<file path="config.mk">
export PLATFORM = sky130hd
export DESIGN_NAME = pin_edge_timestamp_latency
export DESIGN_NICKNAME = d
export VERILOG_FILES = /design/src/design/pldt_pkg.sv /design/src/design/pin_edge_timestamp_latency.sv /design/src/design/pldt_lane.sv /design/src/design/pldt_capture.sv /design/src/design/pldt_emit.sv
export SDC_FILE = /design/constraint.sdc
export NUM_CORES = 1
export LEC_CHECK = 0
export ABC_AREA = 0
export BUFFER_PORTS_ARGS = -buffer_cell sky130_fd_sc_hd__buf_2
export CAP_MARGIN = 5
export CORE_MARGIN = 1
export CORE_UTILIZATION = 45
export CTS_CLUSTER_SIZE = 8
export DETAILED_ROUTE_END_ITERATION = 16
export PLACE_DENSITY = 0.66
export SLEW_MARGIN = 40
export SYNTH_ARGS = -nofsm -noshare
export SYNTH_HDL_FRONTEND = slang
export SYNTH_SLANG_ARGS = --single-unit
</file>
<file path="constraint.sdc">
create_clock -name clock -period 26.5 [get_ports clock]
set_input_delay 3.975 -clock clock [delete_from_list [all_inputs] [get_ports clock]]
set_output_delay 3.975 -clock clock [all_outputs]
set_load 0.05 [all_outputs]
</file>
<file path="src/design/pldt_pkg.sv">
// shared types and constants for the pin edge timestamp and latency block
`default_nettype none
package pldt_pkg;

   // channel layout: start pins in the low bits, end pins above
   localparam int START_CHANNELS = 2;
   localparam int END_CHANNELS   = 2;
   localparam int ALL_CHANNELS   = START_CHANNELS + END_CHANNELS;
   localparam int CH_W           = 2;
   localparam int STAMP_W        = 48;
   localparam int COUNT_W        = 32;
   localparam int CSR_IDX_W      = 2;
   localparam int REQ_DATA_W     = 8;
   localparam int RSP_DATA_W     = 136;

   // configuration register indexes
   typedef enum logic [CSR_IDX_W-1:0] {
      REG_START_TRIG = 2'd0,
      REG_END_TRIG   = 2'd1,
      REG_MON_START  = 2'd2,
      REG_MON_END    = 2'd3
   } csr_index_type;

   typedef struct packed {
      logic start_trig;
      logic end_trig;
      logic mon_start;
      logic mon_end;
   } cfg_type;

   // per-lane edge record
   typedef struct packed {
      logic                    changed;
      logic                    level;
      logic                    trig;
      logic [ALL_CHANNELS-1:0] snapshot;
   } lane_evt_type;

   // captured frame handed to the emitter
   typedef struct packed {
      logic [STAMP_W-1:0]                   stamp;
      lane_evt_type [ALL_CHANNELS-1:0]      evt;
      logic [ALL_CHANNELS-1:0]              done;
      logic                                 complete;
      logic [STAMP_W-1:0]                   elapsed;
   } frame_type;

endpackage
`default_nettype wire

</file>
<file path="src/design/pin_edge_timestamp_latency.sv">
// top level: pin edge timestamping with start-to-end latency measurement
//
// req channel: one transaction per sample frame, req_tdata[3:0] holds the pin
// levels (bits 0-1 start pins, bits 2-3 end pins). A 48-bit frame counter
// advances by one per accepted frame and stamps its events.
// rsp channel: one transaction per pin that changed, start pins first, in
// ascending channel order; rsp_tlast marks the final event of a frame.
// csr port: csr_we writes csr_wdata into register csr_index in the same edge
// (0 start trigger level, 1 end trigger level, 2 monitored start channel,
// 3 monitored end channel); write only while the block is idle.
// An accepted frame passes the capture register and then the emitter register
// before its first event is valid on the rsp channel.
// The emitter sends one event per cycle while the receiver is ready, one per
// changed pin (1 to 4 per frame); a frame with no change produces nothing and
// is never handed to the emitter.
// A captured frame waits in the capture register while the emitter drains
// the previous one, so req_tready stays high unless both hold a frame and
// the emitter is not sending its last event. When the receiver stalls, the
// current event holds and upstream fills up.
// Reset clears levels, frame counter, arm state and totals, and loads the
// register defaults (start trigger 1, end trigger 0, channels 0).
`default_nettype none
module pin_edge_timestamp_latency (
   input  wire logic                            clock,
   input  wire logic                            reset,
   // pin_levels[3:0], zero padded
   input  wire logic [pldt_pkg::REQ_DATA_W-1:0] req_tdata,
   input  wire logic                            req_tvalid,
   output      logic                            req_tready,
   // frame_stamp[47:0], pin_channel[49:48], pin_level[50], trigger_match[51],
   // pin_snapshot[55:52], latency_total[103:56], latency_count[135:104]
   output      logic [pldt_pkg::RSP_DATA_W-1:0] rsp_tdata,
   // is_start[0]
   output      logic                            rsp_tuser,
   output      logic                            rsp_tlast,
   output      logic                            rsp_tvalid,
   input  wire logic                            rsp_tready,
   input  wire logic                            csr_we,
   input  wire logic [pldt_pkg::CSR_IDX_W-1:0]  csr_index,
   input  wire logic                            csr_wdata
);
   import pldt_pkg::*;

   cfg_type   cfg_ff, cfg_in;
   logic      frame_valid;
   frame_type frame;
   logic      frame_take;

   // configuration registers
   always_comb begin
      cfg_in = cfg_ff;
      if (csr_we) begin
         unique case (csr_index_type'(csr_index))
            REG_START_TRIG: cfg_in.start_trig = csr_wdata;
            REG_END_TRIG:   cfg_in.end_trig   = csr_wdata;
            REG_MON_START:  cfg_in.mon_start  = csr_wdata;
            REG_MON_END:    cfg_in.mon_end    = csr_wdata;
            default:        cfg_in = cfg_ff;
         endcase
      end
   end

   always_ff @(posedge clock) begin
      if (reset) begin
         cfg_ff.start_trig <= 1'b1;
         cfg_ff.end_trig   <= 1'b0;
         cfg_ff.mon_start  <= 1'b0;
         cfg_ff.mon_end    <= 1'b0;
      end else begin
         cfg_ff <= cfg_in;
      end
   end

   // lane array and frame state
   pldt_capture u_capture (
      .clock       (clock),
      .reset       (reset),
      .cfg         (cfg_ff),
      .in_valid    (req_tvalid),
      .in_ready    (req_tready),
      .levels      (req_tdata[ALL_CHANNELS-1:0]),
      .frame_valid (frame_valid),
      .frame       (frame),
      .frame_take  (frame_take)
   );

   // event serializer and latency totals
   pldt_emit u_emit (
      .clock       (clock),
      .reset       (reset),
      .frame_valid (frame_valid),
      .frame       (frame),
      .frame_take  (frame_take),
      .rsp_tvalid  (rsp_tvalid),
      .rsp_tready  (rsp_tready),
      .rsp_tdata   (rsp_tdata),
      .rsp_tuser   (rsp_tuser),
      .rsp_tlast   (rsp_tlast)
   );

endmodule
`default_nettype wire

</file>
<file path="src/design/pldt_lane.sv">
// one channel lane: edge detect, trigger match, snapshot and monitor hits
`default_nettype none
module pldt_lane #(
   parameter int LANE = 0
) (
   input  wire logic [pldt_pkg::ALL_CHANNELS-1:0] levels,
   input  wire logic [pldt_pkg::ALL_CHANNELS-1:0] prior,
   input  wire pldt_pkg::cfg_type                 cfg,
   output      pldt_pkg::lane_evt_type            evt,
   output      logic                              start_hit,
   output      logic                              end_hit
);
   import pldt_pkg::*;

   localparam bit IS_START  = (LANE < START_CHANNELS);
   localparam int LOCAL_IDX = IS_START ? LANE : LANE - START_CHANNELS;
   localparam logic [ALL_CHANNELS-1:0] LOW_MASK =
      ALL_CHANNELS'((1 << (LANE + 1)) - 1);

   logic trig_lvl;
   logic mon_sel;
   logic hit;

   // side-dependent trigger level and monitored channel
   assign trig_lvl = IS_START ? cfg.start_trig : cfg.end_trig;
   assign mon_sel  = IS_START ? cfg.mon_start : cfg.mon_end;

   // edge record; snapshot has all lanes up to this one already updated
   assign evt.changed  = levels[LANE] ^ prior[LANE];
   assign evt.level    = levels[LANE];
   assign evt.trig     = (levels[LANE] == trig_lvl);
   assign evt.snapshot = (levels & LOW_MASK) | (prior & ~LOW_MASK);

   // triggering edge on the monitored channel of this side
   assign hit       = evt.changed && evt.trig && (mon_sel == 1'(LOCAL_IDX));
   assign start_hit = IS_START && hit;
   assign end_hit   = !IS_START && hit;

endmodule
`default_nettype wire

</file>
<file path="src/design/pldt_capture.sv">
// frame capture: lane array, frame counter, arm state and elapsed time
`default_nettype none
module pldt_capture (
   input  wire logic                              clock,
   input  wire logic                              reset,
   input  wire pldt_pkg::cfg_type                 cfg,
   input  wire logic                              in_valid,
   output      logic                              in_ready,
   input  wire logic [pldt_pkg::ALL_CHANNELS-1:0] levels,
   output      logic                              frame_valid,
   output      pldt_pkg::frame_type               frame,
   input  wire logic                              frame_take
);
   import pldt_pkg::*;

   logic [ALL_CHANNELS-1:0] prior_ff, prior_in;
   logic [STAMP_W-1:0]      counter_ff, counter_in;
   logic [STAMP_W-1:0]      arm_frame_ff, arm_frame_in;
   logic                    armed_ff, armed_in;
   logic                    valid_ff, valid_in;
   frame_type               frame_ff, frame_in;

   lane_evt_type [ALL_CHANNELS-1:0] evt;
   logic [ALL_CHANNELS-1:0]         start_hit;
   logic [ALL_CHANNELS-1:0]         end_hit;
   logic [ALL_CHANNELS-1:0]         changed;
   logic                            accept;
   logic                            arm;
   logic                            complete;

   // one lane per channel
   for (genvar g = 0; g < ALL_CHANNELS; g++) begin : g_lane
      pldt_lane #(.LANE(g)) u_lane (
         .levels    (levels),
         .prior     (prior_ff),
         .cfg       (cfg),
         .evt       (evt[g]),
         .start_hit (start_hit[g]),
         .end_hit   (end_hit[g])
      );
      assign changed[g] = evt[g].changed;
   end

   assign in_ready = !valid_ff || frame_take;
   assign accept   = in_valid && in_ready;

   // arming precedes the end edge within a frame
   assign arm      = |start_hit;
   assign complete = (|end_hit) && (armed_ff || arm);

   // next frame record
   always_comb begin
      frame_in.stamp    = counter_ff;
      frame_in.evt      = evt;
      frame_in.done     = end_hit & {ALL_CHANNELS{complete}};
      frame_in.complete = complete;
      frame_in.elapsed  = arm ? '0 : counter_ff - arm_frame_ff;
   end

   // state update on each accepted frame; the frame flag clears when taken
   always_comb begin
      prior_in     = prior_ff;
      counter_in   = counter_ff;
      arm_frame_in = arm_frame_ff;
      armed_in     = armed_ff;
      valid_in     = valid_ff;
      if (accept) begin
         prior_in   = levels;
         counter_in = counter_ff + STAMP_W'(1);
         if (arm) begin
            arm_frame_in = counter_ff;
         end
         armed_in = complete ? 1'b0 : (arm || armed_ff);
         valid_in = |changed;
      end else if (frame_take) begin
         valid_in = 1'b0;
      end
   end

   always_ff @(posedge clock) begin
      if (reset) begin
         prior_ff     <= '0;
         counter_ff   <= '0;
         arm_frame_ff <= '0;
         armed_ff     <= 1'b0;
         valid_ff     <= 1'b0;
      end else begin
         prior_ff     <= prior_in;
         counter_ff   <= counter_in;
         arm_frame_ff <= arm_frame_in;
         armed_ff     <= armed_in;
         valid_ff     <= valid_in;
      end
   end

   // payload holds while the emitter is busy
   always_ff @(posedge clock) begin
      if (accept) begin
         frame_ff <= frame_in;
      end
   end

   assign frame_valid = valid_ff;
   assign frame       = frame_ff;

endmodule
`default_nettype wire

</file>
<file path="src/design/pldt_emit.sv">
// merge stage: latency accumulation and one event per cycle out of a frame while the receiver is ready
`default_nettype none
module pldt_emit (
   input  wire logic                                clock,
   input  wire logic                                reset,
   input  wire logic                                frame_valid,
   input  wire pldt_pkg::frame_type                 frame,
   output      logic                                frame_take,
   output      logic                                rsp_tvalid,
   input  wire logic                                rsp_tready,
   output      logic [pldt_pkg::RSP_DATA_W-1:0]     rsp_tdata,
   output      logic                                rsp_tuser,
   output      logic                                rsp_tlast
);
   import pldt_pkg::*;

   logic                            valid_ff, valid_in;
   logic [ALL_CHANNELS-1:0]         pending_ff, pending_in;
   logic [STAMP_W-1:0]              stamp_ff;
   lane_evt_type [ALL_CHANNELS-1:0] evt_ff;
   logic [ALL_CHANNELS-1:0]         done_ff;
   logic [STAMP_W-1:0]              sum_ff, sum_in;
   logic [COUNT_W-1:0]              cnt_ff, cnt_in;
   logic [STAMP_W-1:0]              prev_sum_ff;
   logic [COUNT_W-1:0]              prev_cnt_ff;

   logic [CH_W-1:0]         sel;
   logic [ALL_CHANNELS-1:0] sel_hot;
   logic [ALL_CHANNELS-1:0] upto_mask;
   logic                    last;
   logic                    fire;
   logic                    load;
   logic [STAMP_W:0]        sum_wide;
   logic                    use_new;
   lane_evt_type            cur;
   logic [STAMP_W-1:0]      total;
   logic [COUNT_W-1:0]      count;
   logic [ALL_CHANNELS-1:0] frame_changed;

   // lowest pending channel goes next
   always_comb begin
      sel = '0;
      for (int i = ALL_CHANNELS - 1; i >= 0; i--) begin
         if (pending_ff[i]) begin
            sel = CH_W'(i);
         end
      end
   end

   assign sel_hot   = ALL_CHANNELS'(1) << sel;
   assign upto_mask = (sel_hot << 1) - ALL_CHANNELS'(1);
   assign last      = (pending_ff & ~sel_hot) == '0;
   assign fire      = valid_ff && rsp_tready;
   assign frame_take = !valid_ff || (fire && last);
   assign load      = frame_take && frame_valid;

   for (genvar g = 0; g < ALL_CHANNELS; g++) begin : g_chg
      assign frame_changed[g] = frame.evt[g].changed;
   end

   // saturating latency update when the frame enters
   assign sum_wide = {1'b0, sum_ff} + {1'b0, frame.elapsed};

   always_comb begin
      sum_in = sum_ff;
      cnt_in = cnt_ff;
      if (load && frame.complete) begin
         sum_in = sum_wide[STAMP_W] ? '1 : sum_wide[STAMP_W-1:0];
         cnt_in = (cnt_ff == '1) ? cnt_ff : cnt_ff + COUNT_W'(1);
      end
   end

   // pending set and output valid
   always_comb begin
      valid_in   = valid_ff;
      pending_in = pending_ff;
      if (fire) begin
         pending_in = pending_ff & ~sel_hot;
      end
      if (frame_take) begin
         valid_in   = frame_valid;
         pending_in = frame_changed;
      end
   end

   always_ff @(posedge clock) begin
      if (reset) begin
         valid_ff   <= 1'b0;
         pending_ff <= '0;
         sum_ff     <= '0;
         cnt_ff     <= '0;
      end else begin
         valid_ff   <= valid_in;
         pending_ff <= pending_in;
         sum_ff     <= sum_in;
         cnt_ff     <= cnt_in;
      end
   end

   // frame payload and totals from before this frame
   always_ff @(posedge clock) begin
      if (load) begin
         stamp_ff    <= frame.stamp;
         evt_ff      <= frame.evt;
         done_ff     <= frame.done;
         prev_sum_ff <= sum_ff;
         prev_cnt_ff <= cnt_ff;
      end
   end

   // events from the completing end edge onward see the new totals
   assign use_new = |(done_ff & upto_mask);
   assign cur     = evt_ff[sel];
   assign total   = use_new ? sum_ff : prev_sum_ff;
   assign count   = use_new ? cnt_ff : prev_cnt_ff;

   assign rsp_tvalid = valid_ff;
   assign rsp_tdata  = {count, total, cur.snapshot, cur.trig, cur.level, sel, stamp_ff};
   assign rsp_tuser  = (32'(sel) < START_CHANNELS);
   assign rsp_tlast  = last;

   a_pending_nonempty: assert property (@(posedge clock) disable iff (reset)
      valid_ff |-> pending_ff != '0)
      else $error("output valid with no pending event");

   a_one_completion: assert property (@(posedge clock) disable iff (reset)
      valid_ff |-> $onehot0(done_ff))
      else $error("more than one completion in a frame");

   a_sum_monotone: assert property (@(posedge clock) disable iff (reset)
      !$past(reset) |-> (sum_ff >= $past(sum_ff) && cnt_ff >= $past(cnt_ff)))
      else $error("latency totals decreased");

   a_drain_order: assert property (@(posedge clock) disable iff (reset)
      (fire && !last) |=> (valid_ff && pending_ff == $past(pending_ff & ~sel_hot)))
      else $error("pending event lost or repeated");

endmodule
`default_nettype wire

</file>
==> out/metrics.yaml, run 1 <==
critical_path:
  critical_path_required_ns: 22.52
  setup.worst_path.class: "in2out"
  worst_path_max_fanout: 6
  worst_setup_path_start_kind: "input pin"
  arrival_time_of_the_worst_setup_path_ns: 4.69
  nature_of_the_critical_path_endpoint: "output pin"
synth:
  synth-seq-cells: 446
  synth.lib_cells_used.distinct: 84
  post_synth_instance_area_sq_mm: 0.0218
  synth.net_count: 2203
  synth_enable_flop_cells: 255
  postSynthAreaPerCell_sq_um: 10.4
  synth_sequential_area_ratio_pct: 52.7
  synth-main-ff-cell: "edfxtp_1"
  synth.area.top_cells: "edfxtp_1 (35%), dfxtp_1 (18%), ha_1 (5.6%)"
  syn-instance-count: 2088
  async_reset_ff_share_pct: 0
  synth.yosys.warnings: 0
  synth_largest_type_area_fraction_pct: 35.2
  synth_top_area_cell: "edfxtp_1"
final_layout:
  final_nets: 2345
  syn_to_final_growth_pct: 15.3
  final_layout_size_suffix_gt1_share_pct: 15.5
  fin_util_pct: 52.6
  seq_area_sq_mm: 0.0115
  antenna_cells: 0
  final.fill_count: 4221
  most_frequent_standard_cell_in_the_layout_excluding_fill_and_tap_cells: "edfxtp_1"
  mostFrequentLayoutCells: "edfxtp_1 (255), nor2_1 (240), nand2_1 (226), dfxtp_1 (191), a21oi_1 (164)"
  multiInputGateArea_sq_mm: 0.00966
sta:
  timing_worst_slew_pin_value_ns: 0.776
  final-max-slew-violation-count: 0
  setup_viol: 0
  slew_hr_pct: 46.9
  achievable-frequency_mhz: 115
  finClkSkew_ns: 0.0269
  final_critical_path_setup_slack_ns: 17.83
  final.setup.tns_ns: 0
  finalWorstPathRequiredPeriod_ns: 8.67
  grt_setup_unrepaired: "no"
  hold_viol: 0
  worst_hold_slack_ns: 0.412
  layout_worst_path_cycle_share_pct: 32.7
placement:
  finalWeightedCongestion: 0.873
  number_of_i_o_port_buffers: 151
  dp.final_hpwl_um: 33300
  pre_cts_ws_ns: 17.83
clocking:
  cts_num_sinks: 446
  clock_tree.htree_level_count: 3
  cts_buffers: 66
  tritoncts: "built"
  cts_repair_resize_count: 0
  cts.root.buffer_cell: "clkbuf_16"
  clkLatencyLatePin_ns: 0.58
  cts.path.max_buffers: 3
  cts_setup_buffers: 0
  clk_transition_reported_paths_ns: 0.05
  ctsHoldBuffers: 0
floorplan:
  die-area_sq_mm: 0.0493
  initial_core_util_pct: 45.6
  floorplan.rows: 80
  num_io_pins: 156
  die-height_um: 222
  core_area_sq_mm: 0.0477
  die_width_um: 222
pwr:
  power_density_mw_per_mm2: 70.6
  post-layout-total-power_mw: 1.77
  vdd_ir_drop_max_uv: 41.4
  leakage_component_of_the_power_nw: 9.93
detailed_routing:
  drtPass1Iterations: 5
  number_of_drc_violations_after_detailed_routing: 0
  wire_per_inst_um: 17.0
  detail_route.wirelength_um: 49000
  routed_via_density: 5.34
  dr.first_iter.drc_count: 1141
  antenna_left: 0
  route.vias.total: 15500
global_route:
  grt_remaining_overflow: 0
  pin_count_of_the_biggest_net_entering_global_routing: 101
  first_pass_grt_wire_length_um: 78900
  global_routing_usage_summed_across_all_routing_layers_pct: 19.9
  via_count_of_the_first_global_routing_pass: 14700
  antenna_found_initial: 0
outcome:
  outcome: "finished clean"
min_path:
  hp-class: "reg2reg"
flow_run:
  maxCapViolCount: 0
-- Yosys cell counts, types with 11 or more instances --
| cell type | instances |
|---|---|
| buf_2 | 13 |
| xnor2_1 | 68 |
| nor2b_1 | 12 |
| nand4_1 | 31 |
| clkbuf_1 | 69 |
| xor2_1 | 95 |
| ha_1 | 97 |
| nand3_1 | 50 |
| inv_1 | 90 |
| dfxtp_1 | 191 |
| o21ai_0 | 52 |
| and3_1 | 28 |
| a21oi_1 | 166 |
| a211oi_1 | 56 |
| o21a_1 | 11 |
| o21bai_1 | 15 |
| nor2_1 | 241 |
| a21o_1 | 50 |
| nand2_1 | 227 |
| edfxtp_1 | 255 |
| nand2b_1 | 12 |
| nor3_1 | 19 |
| mux2_2 | 80 |
-- final timing paths --
check,startpoint,end,slack (ns),cells past startpoint
worst max-delay path,rsp_tready,req_tready,17.83,3
worst min-delay path,u_capture.frame[70],u_emit.evt_ff[17],0.41,0
worst min register to register,u_capture.frame[70],u_emit.evt_ff[17],0.41,0
worst max register to register,u_capture.frame[0],u_emit.sum_ff[30],22.58,13
-- worst max-delay path, cell delays in order --
cell and delay [ns]:
buf_2 0.13, a211o_2 0.35, buf_2 0.23
-- registers in the layout, indices dropped and copies added, names as in the netlist, 2 cells and up --
signal and flops:
u_capture.frame 114, u_capture.arm_frame_ff 48, u_capture.counter_ff 48, u_emit.prev_sum_ff 48, u_emit.stamp_ff 48, u_emit.sum_ff 48
u_emit.cnt_ff 32, u_emit.prev_cnt_ff 32, u_emit.evt_ff 11, cfg_ff 4, u_capture.prior_ff 4, u_emit.pending_ff 4
u_emit.done_ff 2
-- stage by stage --
stage               area (sq um)  std cells
detailed placement         23100       2777
finish                     25100       2892
global route               25100       2892
floorplan                  21800       2088
global placement           23100       2774
CTS                        25100       2892
-- power breakdown --
part           internal (mW)  switching [mW]  leakage (nW)
Combinational         0.0634           0.148          4.89
Sequential             0.765          0.0164          4.10
Clock                  0.490           0.290         0.934
-- metal layers --
metal / wire [um] / share of wire, % / GRT usage [%]
met1: 24600 / 50 / 28.9
met2: 21600 / 44 / 30.2
met3: 1940 / 3.9 / 3.31
met4: 936 / 1.9 / 6.50
met5: 0 / 0 / 0
-- logic make-up (layout without fill, tap and decap cells) --
| group | Yosys count | count (layout) | synth area share (%) |
|---|---|---|---|
| DFF | 446 | 446 | 52.7 |
| adders and majority gates | 100 | 100 | 5.81 |
| buffers and inverters | 180 | 369 | 3.19 |
| muxes | 89 | 89 | 4.55 |
| AOI/OAI and AO/OA | 441 | 441 | 13.4 |
| xor gates and xnor gates | 163 | 163 | 6.56 |
| and+or+nand+nor | 669 | 669 | 13.8 |
-- cell type report --
cell class / count / share of cell area (%)
Sequential cell: 446 / 45.7
Multi-Input combinational cell: 1462 / 38.5
Timing Repair Buffer: 164 / 3.58
Clock inverter: 4 / 0.0847
Tap cell: 615 / 3.07
Inverter: 90 / 1.36
Clock buffer: 111 / 7.68
Power figures use the tool's default switching activity.
==> run 2: changes to the inputs <==
- ABC_AREA: 0 -> 1
- PLACE_DENSITY: 0.66 -> 0.68
- clock period: 26.5 -> 7.96 ns (I/O delays scaled with it)
==> out/metrics.yaml, run 2 <==
floorplan:
  die-area_sq_mm: 0.0574  # +16%
  die_width_um: 240  # +7.9%
  num_io_pins: 156  # unchanged
  die-height_um: 240  # +7.9%
  floorplan.rows: 86  # +7.5%
  initial_core_util_pct: 45.8  # +0.23 points
  core_area_sq_mm: 0.0554  # +16%
detailed_routing:
  wire_per_inst_um: 16.5  # -2.6%
  number_of_drc_violations_after_detailed_routing: 0  # unchanged
  routed_via_density: 5.10  # -4.5%
  dr.first_iter.drc_count: 1970  # +73%
  route.vias.total: 22000  # +42%
  drtPass1Iterations: 6  # +1
  antenna_left: 0  # unchanged
  detail_route.wirelength_um: 71100  # +45%
final_layout:
  largest_register_ffs: 114  # unchanged
  most_frequent_standard_cell_in_the_layout_excluding_fill_and_tap_cells: "nand2_1"
  final_layout_size_suffix_gt1_share_pct: 8.65  # -6.8 points
  final.fill_count: 5299  # +26%
  seq_area_sq_mm: 0.0115  # unchanged
  multiInputGateArea_sq_mm: 0.0117  # +21%
  mostFrequentLayoutCells: "nand2_1 (943), inv_1 (479), nor2_1 (382), a21oi_1 (319), edfxtp_1 (255)"
  syn_to_final_growth_pct: 13.8
  final_nets: 3624  # +55%
  fin_util_pct: 52.2  # -0.41 points
synth:
  synth-main-ff-cell: "edfxtp_1"
  synth_enable_flop_cells: 255  # unchanged
  synth_top_family_by_area: "simple AND/OR/NAND/NOR gates"
  synth_top_area_cell: "edfxtp_1"
  synth.area.top_cells: "edfxtp_1 (30%), dfxtp_1 (15%), nand2_1 (14%)"
  synth.yosys.warnings: 0  # unchanged
  yosys.area_share.xor_xnor_pct: 3.21  # -3.4 points
  synth_sequential_area_ratio_pct: 45.2  # -7.5 points
  post_synth_instance_area_sq_mm: 0.0254  # +17%
  synth.net_count: 3465  # +57%
  synth-seq-cells: 446  # unchanged
  fraction_of_the_mapped_netlist_area_in_compound_gates_pct: 10.4  # -3.0 points
  synth.lib_cells_used.distinct: 49  # -42%
  async_reset_ff_share_pct: 0  # unchanged
  synth_adder_area_share_pct: 4.94  # -0.87 points
  syn-instance-count: 3350  # +60%
  yosys-mux-area-fraction_pct: 2.16  # -2.4 points
  synth_common_cells: "nand2_1 (943), inv_1 (481), nor2_1 (382), a21oi_1 (319), edfxtp_1 (255)"
  yosys.cell_count.top_type: "nand2_1"
  postSynthAreaPerCell_sq_um: 7.58  # -27%
  synth_simple_gate_area_share_pct: 25.4  # +12 points
  synth_largest_type_area_fraction_pct: 30.2  # -5.0 points
sta:
  setup_viol: 0  # unchanged
  grt_setup_unrepaired: "no"
  worst_hold_slack_ns: 0.408  # -0.00336 ns
  finClkSkew_ns: 0.0198  # -0.00713 ns
  slew_hr_pct: 45.6  # -1.3 points
  final.setup.tns_ns: 0  # unchanged
  hold_viol: 0  # unchanged
  finalWorstPathRequiredPeriod_ns: 4.47
  timing_worst_slew_pin_value_ns: 0.817  # +0.0402 ns
  achievable-frequency_mhz: 224
  layout_worst_path_cycle_share_pct: 56.2
  final_critical_path_setup_slack_ns: 3.49  # -14.34 ns
  final-max-slew-violation-count: 0  # unchanged
pwr:
  comb_pwr_share_pct: 23.4  # +11 points
  leakage_component_of_the_power_nw: 12.9  # +30%
  power_switching_share_pct: 32.7  # +7.0 points
  switchingPower_mw: 2.30  # +400%
  post-layout-total-power_mw: 7.03  # +300%
  vdd_ir_drop_max_uv: 145  # +250%
  power.share.sequential_pct: 38.7  # -5.3 points
  p_clk_share_pct: 37.9  # -6.1 points
  p_int_mw: 4.73  # +260%
  power_density_mw_per_mm2: 243  # +240%
clocking:
  clk_transition_reported_paths_ns: 0.05  # about the same
  clock_tree.htree_level_count: 3  # unchanged
  cts_repair_resize_count: 0  # unchanged
  ctsHoldBuffers: 0  # unchanged
  cts_setup_buffers: 0  # unchanged
  cts_num_sinks: 446  # unchanged
  cts.root.buffer_cell: "clkbuf_16"
  cts.path.max_buffers: 3  # unchanged
  tritoncts: "built"
  cts_buffers: 66  # unchanged
  clkLatencyLatePin_ns: 0.59  # about the same
min_path:
  hp-class: "reg2reg"
critical_path:
  critical_path_required_ns: 6.77  # -15.75 ns
  critical-path-slowest-cell: "buf_4"
  arrival_time_of_the_worst_setup_path_ns: 3.28  # -1.41 ns
  worst_setup_path_start_kind: "register"
  critical_path.max_stage_delay_ns: 0.43  # +0.08 ns
  critical_path_buf_inv_count: 4  # +2
  nature_of_the_critical_path_endpoint: "output pin"
  crit_path_cell_trace: "nor2_2, o21ai_2, inv_2, a32o_4, buf_4, buf_12, mux2_2, buf_2"
  setup.worst_path.class: "reg2out"
  worst_path_max_fanout: 51  # +45
  critPathTopFamily: "buffers and inverters"
placement:
  dp.final_hpwl_um: 53500  # +61%
  pre_cts_ws_ns: 3.90  # -13.92 ns
  finalWeightedCongestion: 0.977  # +12%
  number_of_i_o_port_buffers: 151  # unchanged
outcome:
  outcome: "finished clean"
global_route:
  grt_remaining_overflow: 0  # unchanged
  global_routing_usage_summed_across_all_routing_layers_pct: 24.9  # +5.0 points
  via_count_of_the_first_global_routing_pass: 20100  # +37%
  antenna_found_initial: 1  # +1
  first_pass_grt_wire_length_um: 111000  # +40%
  pin_count_of_the_biggest_net_entering_global_routing: 101  # unchanged
flow_run:
  maxCapViolCount: 0  # unchanged
run 2: changes by cell type in the layout (fill, tap and decap cells not counted), moves of 45 or more:
cell and change:
a211oi_1 -56, nor2_1 +142, a21o_1 -48, a21oi_1 +155, nand2_1 +717, xor2_1 -45
nand3_1 +91, o21ai_0 +107, inv_1 +390
run 2: worst paths after layout:
path	start	end	slack, ns	cells past startpoint
worst max-delay path	u_emit.pending_ff[0]	rsp_tdata[76]	3.49	8
worst min-delay path	u_capture.frame[127]	u_emit.stamp_ff[46]	0.41	0
worst max register to register	u_emit.pending_ff[3]	u_capture.arm_frame_ff[40]	4.47	14
worst min register to register	u_capture.frame[127]	u_emit.stamp_ff[46]	0.41	0
run 2: worst reg2reg max path: cells and delay by family, from the launching register on:
family | cells | cell delay [ns]
and+or+nand+nor | 9 | 1.30
AOI/OAI and AO/OA | 2 | 0.37
buffers and inverters | 3 | 1.28
DFF | 1 | 0.41
run 2: power by group through the flow:
stage	combinational, mW	clock, mW	sequential, mW
final	1.65	2.66	2.72
after global routing	1.82	2.82	2.73
after CTS	1.63	2.72	2.72
after detailed placement	1.62	0	2.77
after global placement	1.61	0	2.76
after floorplan	1.19	0	2.78
run 2: cell type report:
| class | instances | share of cell area (%) |
|---|---|---|
| antenna | 1 | 0.00866 |
| clock buffer | 114 | 6.74 |
| clock inverter | 4 | 0.221 |
| inverter | 485 | 6.33 |
| multi-input combinational | 2344 | 40.6 |
| sequential | 446 | 39.7 |
| tap | 748 | 3.24 |
| timing repair buffer | 166 | 3.18 |
run 2: stage by stage:
stage / instances / cell area (sq um)
3_5_place_dp: 4189 / 26900
4_1_cts: 4307 / 28900
5_1_grt: 4307 / 28900
2_1_floorplan: 3350 / 25400
6_report: 4308 / 28900
3_3_place_gp: 4186 / 26800
run 2: kinds of logic (layout without fill, tap and decap cells):
kind of cell	after synthesis	count (layout)
multiplexers	49	49
other	0	1
adder cells (fa/ha/maj)	99	99
AO/OA/AOI/OAI	509	509
flip-flops	446	446
XOR/XNOR	93	93
AND/OR/NAND/NOR	1594	1594
buffers and inverters	560	769
run 2: metal layers:
metal  up-vias  track usage (%)  part of all wire [%]
li1      11200                -                     -
met1     10000             35.8                    48
met2       676             37.5                    43
met3       114             4.22                   7.2
met4         0             8.88                   2.6
met5         -                0                     0
==> run 3: changes to the inputs <==
- clock period: 7.96 -> 3.96 ns (I/O delays scaled with it)
==> out/metrics.yaml, run 3 (synthesis results as in run 2) <==
outcome:
  outcome: "finished clean"
critical_path:
  arrival_time_of_the_worst_setup_path_ns: 2.83  # -0.45 ns
  setup.worst_path.class: "reg2out"
  nature_of_the_critical_path_endpoint: "output pin"
  critical-path-slowest-cell: "buf_4"
  worst_path_max_fanout: 43  # -16%
  worst_setup_path_start_kind: "register"
  crit_path_cell_trace: "nor2_2, o21ai_2, inv_2, a32o_4, buf_4, mux2_2, buf_2"
  critical_path.max_stage_delay_ns: 0.44  # about the same
  critical_path_required_ns: 3.37  # -3.40 ns
sta:
  finClkSkew_ns: 0.0251  # +0.00527 ns
  grt_setup_unrepaired: "no"
  final-max-slew-violation-count: 0  # unchanged
  timing_worst_slew_pin_value_ns: 0.715  # -0.101 ns
  final.setup.tns_ns: 0  # unchanged
  setup_viol: 0  # unchanged
  slew_hr_pct: 52.2  # +6.6 points
  layout_worst_path_cycle_share_pct: 86.5
  final_critical_path_setup_slack_ns: 0.534  # -2.96 ns
  achievable-frequency_mhz: 292
  hold_viol: 0  # unchanged
  worst_hold_slack_ns: 0.260  # -0.148 ns
  finalWorstPathRequiredPeriod_ns: 3.43
detailed_routing:
  antenna_left: 0  # unchanged
  number_of_drc_violations_after_detailed_routing: 0  # unchanged
  dr.first_iter.drc_count: 1787  # -9.3%
  routed_via_density: 5.11  # +0.21%
  drtPass1Iterations: 5  # -1
  wire_per_inst_um: 16.8  # +1.8%
  detail_route.wirelength_um: 72700  # +2.2%
  route.vias.total: 22100  # +0.61%
clocking:
  cts.path.max_buffers: 3  # unchanged
  cts_repair_resize_count: 0  # unchanged
  cts_setup_buffers: 0  # unchanged
  cts.root.buffer_cell: "clkbuf_16"
  clkLatencyLatePin_ns: 0.60  # about the same
  cts_num_sinks: 446  # unchanged
  cts_buffers: 66  # unchanged
  tritoncts: "built"
  clk_transition_reported_paths_ns: 0.05  # about the same
  clock_tree.htree_level_count: 3  # unchanged
  ctsHoldBuffers: 0  # unchanged
floorplan:
  floorplan.rows: 86  # unchanged
  num_io_pins: 156  # unchanged
  initial_core_util_pct: 45.8  # unchanged
  die_width_um: 240  # unchanged
  die-height_um: 240  # unchanged
  die-area_sq_mm: 0.0574  # unchanged
  core_area_sq_mm: 0.0554  # unchanged
global_route:
  grt_remaining_overflow: 0  # unchanged
  via_count_of_the_first_global_routing_pass: 19900  # -1.1%
  global_routing_usage_summed_across_all_routing_layers_pct: 25.3  # +0.41 points
  antenna_found_initial: 1  # unchanged
  pin_count_of_the_biggest_net_entering_global_routing: 95  # -5.9%
  first_pass_grt_wire_length_um: 112000  # +0.98%
final_layout:
  fin_area_sq_mm: 0.0290  # +0.39%
  mostFrequentLayoutCells: "nand2_1 (943), inv_1 (479), nor2_1 (382), a21oi_1 (319), edfxtp_1 (255)"
  most_frequent_standard_cell_in_the_layout_excluding_fill_and_tap_cells: "nand2_1"
  final.fill_count: 5341  # +0.79%
  fin_util_pct: 52.4  # +0.20 points
  syn_to_final_growth_pct: 14.3
  antenna_cells: 0  # -1
  final_nets: 3641  # +0.47%
  final-instance-count-excl-fill: 4325  # +0.39%
  largest_register_ffs: 114  # unchanged
  final_layout_size_suffix_gt1_share_pct: 9.09  # +0.43 points
min_path:
  hp-class: "in2reg"
placement:
  dp.final_hpwl_um: 54900  # +2.6%
  pre_cts_ws_ns: 0.817  # -3.09 ns
  dpl-instance-area_sq_mm: 0.0270  # +0.50%
  place.detailed.instances: 4205  # +0.38%
  finalWeightedCongestion: 0.965  # -1.3%
  number_of_i_o_port_buffers: 151  # unchanged
pwr:
  vdd_ir_drop_max_uv: 289  # +100%
  leakage_component_of_the_power_nw: 13.0  # +0.59%
  post-layout-total-power_mw: 14.1  # +100%
  power_density_mw_per_mm2: 487  # +100%
flow_run:
  maxCapViolCount: 0  # unchanged
-- run 3: cell types whose count changed in the layout (fill, tap and decap cells not counted) --
cell        change
buf_12          +5
buf_16          -1
buf_4          +17
buf_6           -3
buf_8           -1
clkbuf_1        +1
clkbuf_16       -2
clkinv_2        +1
clkinv_8        +1
clkinvlp_4      +1
diode_2         -1
inv_16          -1
-- run 3: metal layers --
layer / share of wire [%] / GRT usage (%) / vias up
li1: - / - / 11200
met1: 48 / 36.7 / 10100
met2: 42 / 37.7 / 677
met3: 7.2 / 4.74 / 90
met4: 2.5 / 8.33 / 2
met5: 0.028 / 0 / -
-- run 3: final timing paths --
| kind | from | endpoint | slack [ns] | depth (start not counted) |
|---|---|---|---|---|
| setup / recovery | u_emit.pending_ff[0] | rsp_tdata[71] | 0.53 | 7 |
| hold / removal | req_tdata[1] | u_capture.frame[75] | 0.26 | 1 |
| hold reg to reg | u_capture.frame[81] | u_emit.stamp_ff[0] | 0.40 | 0 |
| setup reg to reg | u_capture.frame[0] | u_emit.sum_ff[2] | 0.76 | 13 |
-- run 3: final cells by class --
cell class	instances	area, sq um	share of cell area [%]
timing repair buffer	183	1070	3.69
sequential	446	11500	39.6
tap	748	936	3.23
multi-input combinational	2344	11700	40.4
inverter	485	1830	6.30
clock buffer	113	1900	6.55
clock inverter	6	73.8	0.254
-- run 3: critical path: cells and delay by family (launching register included) --
family	cells	cell delay (ns)
buf+inv	3	0.78
flops	1	0.34
simple gates	1	0.26
mux	1	0.39
compound gates	2	0.43
-- run 3: power by group --
part / switching (mW) / internal (mW) / leakage (nW)
registers: 0.169 / 5.29 / 4.01
clock network: 2.06 / 3.26 / 0.943
logic: 2.44 / 0.896 / 8.02
total: 4.67 / 9.45 / 13.0
